==> src/design/pip_pkg.sv <==
// Package for the point-in-polygon tester: sizes, command and status codes,
// and the word, vertex and edge struct types used across the modules.
// No dependencies.
package pip_pkg;

  localparam int MAX_VERTICES = 64;
  localparam int COORD_BITS   = 16;
  localparam int IDX_W        = $clog2(MAX_VERTICES);
  localparam int CNT_W        = $clog2(MAX_VERTICES + 1);
  localparam int DIFF_W       = COORD_BITS + 1;
  localparam int PROD_W       = 2 * DIFF_W;

  typedef enum logic [1:0] {
    CMD_CLEAR  = 2'd0,
    CMD_APPEND = 2'd1,
    CMD_TEST   = 2'd2
  } cmd_e;

  typedef enum logic [1:0] {
    STS_OK    = 2'd0,
    STS_FULL  = 2'd1,
    STS_EMPTY = 2'd2
  } status_e;

  typedef struct packed {
    logic [1:0]                   command;
    logic signed [COORD_BITS-1:0] coord_x;
    logic signed [COORD_BITS-1:0] coord_y;
  } in_t;

  typedef struct packed {
    logic             inside_res;
    logic [CNT_W-1:0] vertex_count;
    logic [1:0]       status;
  } out_t;

  typedef struct packed {
    logic signed [COORD_BITS-1:0] x;
    logic signed [COORD_BITS-1:0] y;
  } vertex_t;

  // One edge handed to the crossing unit: a is vertex i, b is vertex j.
  typedef struct packed {
    logic    valid;
    vertex_t a;
    vertex_t b;
  } edge_req_t;

  typedef struct packed {
    logic busy;
    logic toggle_vld;
    logic toggle;
  } edge_sts_t;

endpackage

==> src/design/pip_edge_unit.sv <==
// Three-stage edge crossing unit: differences, products, then the signed
// compare with the half-open y span. Depends on pip_pkg.
module pip_edge_unit (
  input  logic                            clk_i,
  input  logic                            rst_ni,
  input  pip_pkg::edge_req_t              req_i,
  input  logic signed [pip_pkg::COORD_BITS-1:0] px_i,
  input  logic signed [pip_pkg::COORD_BITS-1:0] py_i,
  output pip_pkg::edge_sts_t              sts_o
);
  import pip_pkg::*;

  logic v1_q, v2_q, v3_q;
  logic span1_q, span2_q;
  logic neg1_q, neg2_q;
  logic tog3_q;
  logic signed [DIFF_W-1:0] dxp_q, dy_q, dxe_q, dyp_q;
  logic signed [PROD_W-1:0] lhs_q, rhs_q;
  logic span_d;
  logic signed [DIFF_W-1:0] dy_d;

  always_comb begin
    span_d = ((req_i.a.y <= py_i) && (py_i < req_i.b.y)) ||
             ((req_i.b.y <= py_i) && (py_i < req_i.a.y));
    dy_d   = DIFF_W'(req_i.b.y) - DIFF_W'(req_i.a.y);
  end

  always_ff @(posedge clk_i or negedge rst_ni) begin
    if (!rst_ni) begin
      v1_q <= 1'b0;
      v2_q <= 1'b0;
      v3_q <= 1'b0;
    end else begin
      v1_q <= req_i.valid;
      v2_q <= v1_q;
      v3_q <= v2_q;
    end
  end

  always_ff @(posedge clk_i) begin
    span1_q <= span_d;
    neg1_q  <= dy_d[DIFF_W-1];
    dxp_q   <= DIFF_W'(px_i) - DIFF_W'(req_i.a.x);
    dy_q    <= dy_d;
    dxe_q   <= DIFF_W'(req_i.b.x) - DIFF_W'(req_i.a.x);
    dyp_q   <= DIFF_W'(py_i) - DIFF_W'(req_i.a.y);

    span2_q <= span1_q;
    neg2_q  <= neg1_q;
    lhs_q   <= PROD_W'(dxp_q) * PROD_W'(dy_q);
    rhs_q   <= PROD_W'(dxe_q) * PROD_W'(dyp_q);

    // Negating both sides for a falling edge flips the compare.
    tog3_q  <= span2_q && (neg2_q ? (lhs_q > rhs_q) : (lhs_q < rhs_q));
  end

  assign sts_o.busy       = v1_q | v2_q | v3_q;
  assign sts_o.toggle_vld = v3_q;
  assign sts_o.toggle     = tog3_q;

endmodule

==> config.mk <==
export PLATFORM = sky130hd
export DESIGN_NAME = pip_edge_unit
export DESIGN_NICKNAME = d
export VERILOG_FILES = /design/src/design/pip_pkg.sv /design/src/design/pip_edge_unit.sv
export SDC_FILE = /design/constraint.sdc
export NUM_CORES = 2
export LEC_CHECK = 0
export BUFFER_PORTS_ARGS = -buffer_cell sky130_fd_sc_hd__buf_2
export CAP_MARGIN = 20
export CORE_MARGIN = 1.5
export CORE_UTILIZATION = 35
export CTS_BUF_LIST = sky130_fd_sc_hd__clkbuf_8
export CTS_CLUSTER_DIAMETER = 120
export DETAILED_ROUTE_END_ITERATION = 12
export PLACE_DENSITY = 0.51
export SLEW_MARGIN = 20
export SYNTH_ARGS = -nofsm -noshare
export SYNTH_HDL_FRONTEND = slang
export SYNTH_SLANG_ARGS = --single-unit
export TNS_END_PERCENT = 50
==> constraint.sdc <==
create_clock -name clk_i -period 11.35 [get_ports clk_i]
set_input_delay 2.27 -clock clk_i [delete_from_list [all_inputs] [get_ports clk_i]]
set_output_delay 2.27 -clock clk_i [all_outputs]
set_load 0.005 [all_outputs]
==> impl_metrics.env <==
export IMPL_status="completed"
export IMPL_synth_adder_area_share_pct=53.7
export IMPL_synth_edf_count=0
export IMPL_antenna_found_initial=11
export IMPL_synth_seq_cells=143
export IMPL_crit_family="adder cells"
export IMPL_clock_path_buffers=2
export IMPL_crit_type="reg2reg"
export IMPL_viasPerCell=4.77
export IMPL_routed_via_count=20200
export IMPL_synthArstFlopShare_pct=2.10
export IMPL_grt_max_degree=18
export IMPL_drive_gt1_share_pct=4.96
export IMPL_worstMarginPinSlew_ns=0.970
export IMPL_drt_wl_total_um=71300
export IMPL_fmaxAchievable_mhz=149
export IMPL_avgSynthCellArea_um2=9.26
export IMPL_h_tree_depth=4
export IMPL_ys_flop_type="dfxtp_1"
export IMPL_post_drt_wl_per_cell_um=16.8
export IMPL_rsz0062_at_grt="false"
export IMPL_syn_to_final_growth_pct=6.68
export IMPL_cts_resized_gates=0
export IMPL_coreArea_um2=81800
export IMPL_ios=102
export IMPL_critPathBufInv=3
export IMPL_pre_cts_ws_ns=4.69
export IMPL_hpwlAfterDp_um=60400
export IMPL_cpMostUsedCell="fa_1"
export IMPL_fp_dieH_um=290
export IMPL_cts_setup_buffers=0
export IMPL_drt_first_pass_iters=4
export IMPL_ys_seq_area_share_pct=9.97
export IMPL_grt_use_total_pct=17.9
export IMPL_grt_pass1_wl_um=119000
export IMPL_finalHoldViolations=0
export IMPL_start_util_pct=35.3
export IMPL_finalSetupTns_ns=0
export IMPL_yosysUniqueCellTypes=70
export IMPL_synthMuxAreaShare_pct=0.104
export IMPL_io_buffer_count=101
export IMPL_worstSkewPairLatency_ns=0.49
export IMPL_die_area_um2=84200
export IMPL_drt_initial_drc_count=754
export IMPL_path_cells="nand2_1, inv_1, fa_1, fa_1, fa_1, fa_1, fa_1, inv_1, fa_1, inv_1, ha_1, and3_1, nand4_1, or2_2, o22ai_1, or3b_1, a31o_1, a21oi_2, xnor2_1"
export IMPL_gr_total_overflow=0
export IMPL_detail_route_antenna_nets=0
export IMPL_netlist_instances=3115
export IMPL_synth_xor_area_share_pct=3.46
export IMPL_clock_skew_ns=0.0239
export IMPL_syn_nets=4095
export IMPL_cap_viol_max_count=0
export IMPL_synth_compound_area_share_pct=7.27
export IMPL_layout_nets=4134
export IMPL_ctsHoldBuffers=0
export IMPL_tritoncts="done"
export IMPL_numCtsBuffers=17
export IMPL_synth_simple_area_share_pct=15.1
export IMPL_path_max_fanout=17
export IMPL_clkTransAtPathRegs_ns=0.10
export IMPL_yosys_warnings=0
export IMPL_maxSlewHeadroom_pct=35.3
export IMPL_cp_arrival_ns=7.08
export IMPL_critical_path_slowest_cell="fa_1"
export IMPL_fin_crit_ns=6.70
export IMPL_synth_area_um2=28900
export IMPL_final_max_slew_viol_count=0
export IMPL_gp_congestion=0.832
export IMPL_crit_path_max_incr_delay_ns=0.92
export IMPL_fin_crit_sh_pct=59.0
export IMPL_die_width_um=290
export IMPL_rows=105
export IMPL_grt_pass1_vias=22300
export IMPL_cp_start_kind="register"
export IMPL_finalSetupViolations=0
export IMPL_clock_root_buffer="clkbuf_8"
export IMPL_required_ns=11.73
export IMPL_clock_sinks=143
export IMPL_worstSetupEndpointType="register"
export IMPL_synth_top_family_by_area="adder cells"
export IMPL_route_detailed_drc=0
export IMPL_setup_ws_ns=4.65
export IMPL_worstHoldPathType="reg2reg"
final cells by class:
class / count / area [um2]
Sequential cell: 143 / 2880
Multi-Input combinational cell: 2182 / 23000
Tap cell: 1070 / 1340
Clock inverter: 14 / 145
Antenna cell: 3 / 7.51
Timing Repair Buffer: 103 / 520
Fill cell: 8384 / 51100
Inverter: 707 / 2650
Clock buffer: 18 / 248
per-stage QoR:
| stage | util (%) | instances | area [um2] | hold slack (ns) |
|---|---|---|---|---|
| 3_3_place_gp | 37.1 | 4205 | 30400 | 0.316 |
| 6_report | 37.6 | 4240 | 30800 | 0.337 |
| 4_1_cts | 37.6 | 4237 | 30800 | 0.335 |
| 3_5_place_dp | 37.1 | 4205 | 30400 | 0.314 |
| 2_1_floorplan | - | 3115 | 28900 | 0.310 |
| 5_1_grt | 37.6 | 4238 | 30800 | 0.363 |
sequential cells by signal, summed over array words and instances (netlist names), 17 cells and up:
name / cells
dxe_q: 17
dxp_q: 17
dy_q: 17
dyp_q: 17
lhs_q: 34
rhs_q: 34
layer usage:
layer	vias up	GRT usage (%)	share of wire (%)
li1	9548	-	-
met1	10300	24.0	46
met2	318	31.2	49
met3	72	2.26	3.3
met4	6	3.35	1.5
met5	-	0	0.043
worst reg2reg max path, stage by stage, from the launching register on:
cell     delay (ns)
dfxtp_1        0.76
nand2_1        0.20
inv_1          0.17
fa_1           0.54
fa_1           0.92
fa_1           0.53
fa_1           0.52
fa_1           0.49
inv_1          0.05
fa_1           0.47
inv_1          0.04
ha_1           0.39
and3_1         0.22
nand4_1        0.16
or2_2          0.33
o22ai_1        0.24
or3b_1         0.21
a31o_1         0.17
a21oi_2        0.06
xnor2_1        0.12
cell families after synthesis:
family,after synthesis
buffers and inverters,790
xor gates and xnor gates,114
adders and majority gates,881
DFF,143
muxes,3
and+or+nand+nor,872
AOI/OAI and AO/OA,312
synthesized netlist by cell type, types with 7 or more instances:
library cell | instances | area [um2]
a211oi_1 | 11 | 82.6
a21boi_0 | 7 | 52.6
a21o_1 | 50 | 375
a21oi_1 | 78 | 390
and2_1 | 293 | 1830
and3_1 | 12 | 75.1
clkbuf_1 | 75 | 282
dfxtp_1 | 140 | 2800
fa_1 | 596 | 11900
ha_1 | 285 | 3570
inv_1 | 707 | 2650
nand2_1 | 316 | 1190
nand2b_1 | 19 | 119
nand3_1 | 25 | 125
nand4_1 | 19 | 119
nor2_1 | 102 | 383
nor2b_1 | 15 | 93.8
nor3_1 | 36 | 180
o21a_1 | 28 | 210
o21ai_0 | 58 | 290
o31a_1 | 8 | 70.1
or3_1 | 12 | 75.1
xnor2_1 | 94 | 823
xor2_1 | 20 | 175
worst paths after layout:
check	start	end	slack [ns]	cells after the start
worst max register to register	dy_q[2]$_DFF_P_	lhs_q[32]$_DFF_P_	4.65	19
min in group asynchronous	rst_ni	v1_q$_DFF_PN0_	1.55	1
max in group asynchronous	rst_ni	v2_q$_DFF_PN0_	9.69	1
worst min-delay path	span1_q$_DFF_P_	span2_q$_DFF_P_	0.34	0
worst max-delay path	dy_q[2]$_DFF_P_	lhs_q[32]$_DFF_P_	4.65	19
worst min register to register	span1_q$_DFF_P_	span2_q$_DFF_P_	0.34	0
placed cells by master, fill, tap and decap left out, drive strengths merged, types with 50 or more instances in the layout:
cell type,instances
inv,715
fa,596
nand2,316
and2,293
ha,285
dfxtp,140
buf,103
nor2,102
xnor2,94
a21oi,80
o21ai,64
a21o,50
Power is left out: the tool's default activity adds up to more than one toggle a clock period on the data nets, which glitch-free logic cannot reach.
